<file path="src/bb3_pkg.sv">
// Package with constants, types and the reciprocal table of the blur block.
package bb3_pkg;

  localparam int MAX_WIDTH   = 1024;
  localparam int MAX_HEIGHT  = 4096;
  localparam int ADDR_W      = $clog2(MAX_WIDTH);
  localparam int ROW_W       = $clog2(MAX_HEIGHT);
  localparam int WCFG_W      = 11;
  localparam int HCFG_W      = 13;
  localparam int CH_W        = 8;
  localparam int NCH         = 3;
  localparam int PIX_W       = CH_W * NCH;
  localparam int NWIN        = 9;
  localparam int CNT_W       = 4;
  localparam int SUM_W       = 12;
  localparam int SUM_X_W     = 13;
  localparam int RECIP_W     = 20;
  localparam int RECIP_SHIFT = 20;
  localparam int PROD_W      = SUM_X_W + RECIP_W;

  // Register indexes on the configuration port
  localparam logic CFG_WIDTH  = 1'b0;
  localparam logic CFG_HEIGHT = 1'b1;

  typedef enum logic [3:0] {
    ST_IDLE,
    ST_PIX,
    ST_DR1,
    ST_DR2,
    ST_DR3,
    ST_GO,
    ST_WAIT,
    ST_CAP,
    ST_OUT
  } state_t;

  typedef logic [NWIN-1:0][CH_W-1:0] lane_win_t;

  typedef struct packed {
    logic [NWIN-1:0]  mask;
    logic [CNT_W-1:0] cnt;
  } lane_ctl_t;

  // ceil(2^20 / (2*n)) for the neighbor counts that occur
  function automatic logic [RECIP_W-1:0] recip(input logic [CNT_W-1:0] n);
    logic [RECIP_W-1:0] r;
    case (n)
      4'd2:    r = 20'd262144;
      4'd3:    r = 20'd174763;
      4'd4:    r = 20'd131072;
      4'd6:    r = 20'd87382;
      4'd9:    r = 20'd58255;
      default: r = 20'd524288;
    endcase
    return r;
  endfunction

endpackage

</file>
<file path="src/bb3_lane.sv">
// One color lane: masked window sum and rounded mean by reciprocal multiply.
module bb3_lane (
  input  logic                    clk,
  input  bb3_pkg::lane_win_t      win,
  input  bb3_pkg::lane_ctl_t      ctl,
  output logic [bb3_pkg::CH_W-1:0] mean
);
  import bb3_pkg::*;

  logic [SUM_W-1:0]   sum;
  logic [SUM_X_W-1:0] x;
  logic [RECIP_W-1:0] rcp;
  logic [PROD_W-1:0]  prod;

  always_comb begin
    sum = '0;
    for (int k = 0; k < NWIN; k++) begin
      if (ctl.mask[k]) begin
        sum = sum + SUM_W'(win[k]);
      end
    end
  end

  // 2*sum + n over 2*n, rounded half up
  always_ff @(posedge clk) begin
    x    <= SUM_X_W'({sum, 1'b0}) + SUM_X_W'(ctl.cnt);
    rcp  <= recip(ctl.cnt);
    mean <= prod[RECIP_SHIFT +: CH_W];
  end

  assign prod = PROD_W'(x) * PROD_W'(rcp);

endmodule

</file>
<file path="config.mk">
export PLATFORM = sky130hd
export DESIGN_NAME = bb3_lane
export DESIGN_NICKNAME = d
export VERILOG_FILES = /design/src/bb3_pkg.sv /design/src/bb3_lane.sv
export SDC_FILE = /design/constraint.sdc
export NUM_CORES = 1
export LEC_CHECK = 0
export ABC_AREA = 1
export BUFFER_PORTS_ARGS = -buffer_cell sky130_fd_sc_hd__buf_4
export CAP_MARGIN = 20
export CORE_ASPECT_RATIO = 1.1
export CORE_MARGIN = 5
export CORE_UTILIZATION = 50
export CTS_BUF_LIST = sky130_fd_sc_hd__clkbuf_16
export CTS_CLUSTER_SIZE = 30
export DETAILED_ROUTE_END_ITERATION = 8
export HOLD_SLACK_MARGIN = 0.05
export PLACE_DENSITY = 0.67
export SLEW_MARGIN = 5
export SYNTH_ARGS = -nofsm -noshare
export SYNTH_HDL_FRONTEND = slang
export SYNTH_SLANG_ARGS = --single-unit
export TNS_END_PERCENT = 1
</file>
<file path="constraint.sdc">
create_clock -name clk -period 9.5 [get_ports clk]
set_input_delay 1.9 -clock clk [delete_from_list [all_inputs] [get_ports clk]]
set_output_delay 1.9 -clock clk [all_outputs]
set_load 0.005 [all_outputs]
</file>
==> impl_metrics.yaml <==
detailed_routing:
  drc_errors: 0
  dr_total_vias: 10206
  detail_route.iter0.violations: 422
  routed_via_density: 4.98
  first_pass_iters: 5
  wl_mm: 30.6
  routedWlPerCell_um: 14.9
  ant_nets: 0
finish:
  final_cell_mix: "376 x inv_1, 328 x nand2_1, 234 x buf_4, 152 x fa_1, 87 x ha_1"
  drive_above_1_share_pct: 27.2
  n_fill_cell: 1915
  utilization_pct: 65.7
  area_delta_synth_final_pct: 28.5
  final_common_cell: "inv_1"
  finalNetCount: 2125
critical_path:
  cp.arrival_ns: 9.54
  r2r-start: "rcp[15]$_DFF_P_"
  cpPeakStageDelay_ns: 0.57
  worstSetupPathType: "primary input to register"
  crit_path_start_kind: "primary input"
  r2r_cells: 18
  cp_max_fo: 4
  reg2reg_slack_ns: 3.49
  end_kind: "register"
  required_ns: 9.73
  timing.rr.end: "mean[5]$_DFF_P_"
  crit_top_cell: "fa_2"
  cp_slowest_cell: "fa_2"
floorplan:
  row_count: 56
  initial_core_util_pct: 51.1
  ios: 94
  die_area_um2: 25000
  coreArea_um2: 21400
  dieWidth_um: 151
  die_h_um: 165
grt:
  grt-ovfl-total: 0
  grt_pass1_vias: 10215
  grt_max_degree: 17
  grt_util_all_layers_pct: 24.3
  antenna_found_initial: 4
  grt_pass1_wl_mm: 48.4
synth:
  synth_top_area_share_pct: 29.0
  seq_area_frac_synth_pct: 5.30
  synthCells: 1542
  synth.distinct_cells: 44
  ys_seq_elements: 29
  postSynth.asyncResetShare_pct: 0
  syn_avg_cell_area_um2: 7.11
  syn_area_um2: 11000
  yosys_most_used_dff: "dfxtp_1"
  synth_top_area_cell: "fa_1"
  syn_nets: 1908
  synth_edf_count: 0
  yosysWarnings: 0
  netlist_top_cells_area: "fa_1 29%, ha_1 14%, inv_1 14%"
power_and_ir_drop:
  ir_worst_vdd_v: 0.000106
  p_leak_nw: 7.93
  p_per_area_nw_per_um2: 201
  finalPower_w: 0.00283
timing:
  fmax_ghz: 0.107
  report.final.hold_viol_count: 0
  drv_slew: 0
  post-route-period-util_pct: 98.0
  final_critical_path_setup_slack_ns: 0.190
  clock-skew-final_ns: 0.00942
  finalCriticalPeriod_ns: 9.31
  holdWs_ns: 1.12
  worstMarginPinSlew_ns: 0.939
  relSlewSlack_pct: 36.6
  setup_viol: 0
  rsz0062_at_grt: "true"
placed_design:
  port_buffers: 93
  hpwlAfterDp_mm: 26.2
  gp_congestion: 0.926
  pre_cts_ws_ns: -0.548
clock_network:
  cts_root_buf: "clkbuf_16"
  hold_buffers: 0
  clkTransAtPathRegs_ns: 0.06
  cts_tree: "yes"
  cts_buffers: 5
  cts_sinks: 29
  htree_levels: 2
  insertion_delay_ns: 0.29
  clockBufferDepth: 2
flow_run:
  cap_violations: 0
hold_path:
  hold_path_class: "register to register"
  holdPathEnd: "mean[7]$_DFF_P_"
  hp-start: "rcp[19]$_DFF_P_"
  min_path_cells: 5
outcome:
  status: "completed"
-- power by group --
part | total [W] | internal, W | switching (W)
registers | 0.000246 | 0.000173 | 0.0000737
clock network | 0.000181 | 0.000122 | 0.0000593
logic | 0.00240 | 0.00110 | 0.00131
total | 0.00283 | 0.00139 | 0.00144
-- metal layers --
layer | track usage, % | share of wire [%] | up-vias | routed length [um]
li1 | - | - | 5093 | -
met1 | 29.4 | 41 | 4818 | 12400
met2 | 44.5 | 52 | 219 | 15900
met3 | 2.37 | 3.3 | 70 | 997
met4 | 9.32 | 4.1 | 6 | 1260
met5 | 0 | 0.15 | - | 47
-- state kept, by name, indices dropped and copies added, names as in the netlist --
register  flops
mean          8
rcp           8
x            13
-- per-stage QoR --
stage,setup TNS (ns),cells,cell area (um2)
finish,0,2051,14100
global route,-0.659,2051,14100
CTS,0,2032,13200
detailed placement,-2.84,2023,12900
global placement,-1.61,2023,12900
floorplan,0,1542,11000
-- cell usage after synthesis (4+ instances only) --
| cell type | count |
|---|---|
| and2_1 | 8 |
| nand2_1 | 352 |
| a31oi_1 | 9 |
| inv_2 | 7 |
| nand2_2 | 15 |
| a211oi_1 | 5 |
| or2_2 | 13 |
| fa_1 | 159 |
| nor2_4 | 5 |
| o21ai_0 | 42 |
| nand3b_1 | 7 |
| nor2_2 | 4 |
| xnor2_1 | 11 |
| o21a_1 | 4 |
| o21ai_1 | 10 |
| nor3_1 | 5 |
| nor2_1 | 61 |
| nand4_1 | 19 |
| nand2_4 | 11 |
| dfxtp_1 | 29 |
| clkbuf_1 | 21 |
| ha_1 | 121 |
| nand3_2 | 14 |
| xor2_1 | 36 |
| o21bai_1 | 6 |
| nand3_1 | 77 |
| a21oi_1 | 65 |
| inv_1 | 400 |
| buf_2 | 5 |
-- how the worst max path moves through the flow --
stage            from  cells after the start       endpoint  slack, ns
3_3_place_gp   ctl[4]                     56  x[11]$_DFF_P_      -0.33
6_report       ctl[4]                     44  x[12]$_DFF_P_       0.19
3_5_place_dp   ctl[4]                     63  x[11]$_DFF_P_      -0.55
5_1_grt        ctl[4]                     44  x[12]$_DFF_P_      -0.19
2_1_floorplan  ctl[4]                     61  x[11]$_DFF_P_      0.007
4_1_cts        ctl[4]                     57  x[11]$_DFF_P_       0.01
-- critical path, delay by kind of cell --
kind / cells / cell delay, ns
xor+xnor: 1 / 0.19
compound gates: 10 / 1.01
fa+ha+maj: 10 / 4.43
buf+inv: 14 / 1.06
simple gates: 9 / 0.90
-- final cells by class --
| class | count | area (um2) | share of cell area (%) |
|---|---|---|---|
| multi-input cells | 1076 | 9630 | 68.3 |
| repair buffers | 238 | 1810 | 12.8 |
| inverters | 409 | 1550 | 11.0 |
| flip-flops and latches | 29 | 581 | 4.12 |
| well taps | 290 | 363 | 2.58 |
| clock buffers | 5 | 125 | 0.888 |
| clock inverters | 3 | 37.5 | 0.266 |
| diodes | 1 | 2.50 | 0.0178 |
-- cell families (layout without fill, tap and decap cells) --
family | Yosys count | count (layout) | share of synthesized area [%]
buf+inv | 437 | 655 | 15.1
flops | 29 | 29 | 5.30
other cells | 0 | 1 | 0
xor+xnor | 47 | 47 | 3.76
compound gates | 151 | 151 | 7.64
fa+ha+maj | 280 | 280 | 42.8
simple gates | 598 | 598 | 25.4
-- timing repair --
item                       4_1_cts  5_1_grt
setup endpoints to repair        6        9
buffers inserted                 1       19
gates resized for setup         27      168
pin swaps                        4      108
Note: power is estimated with default switching activity, not from simulation.
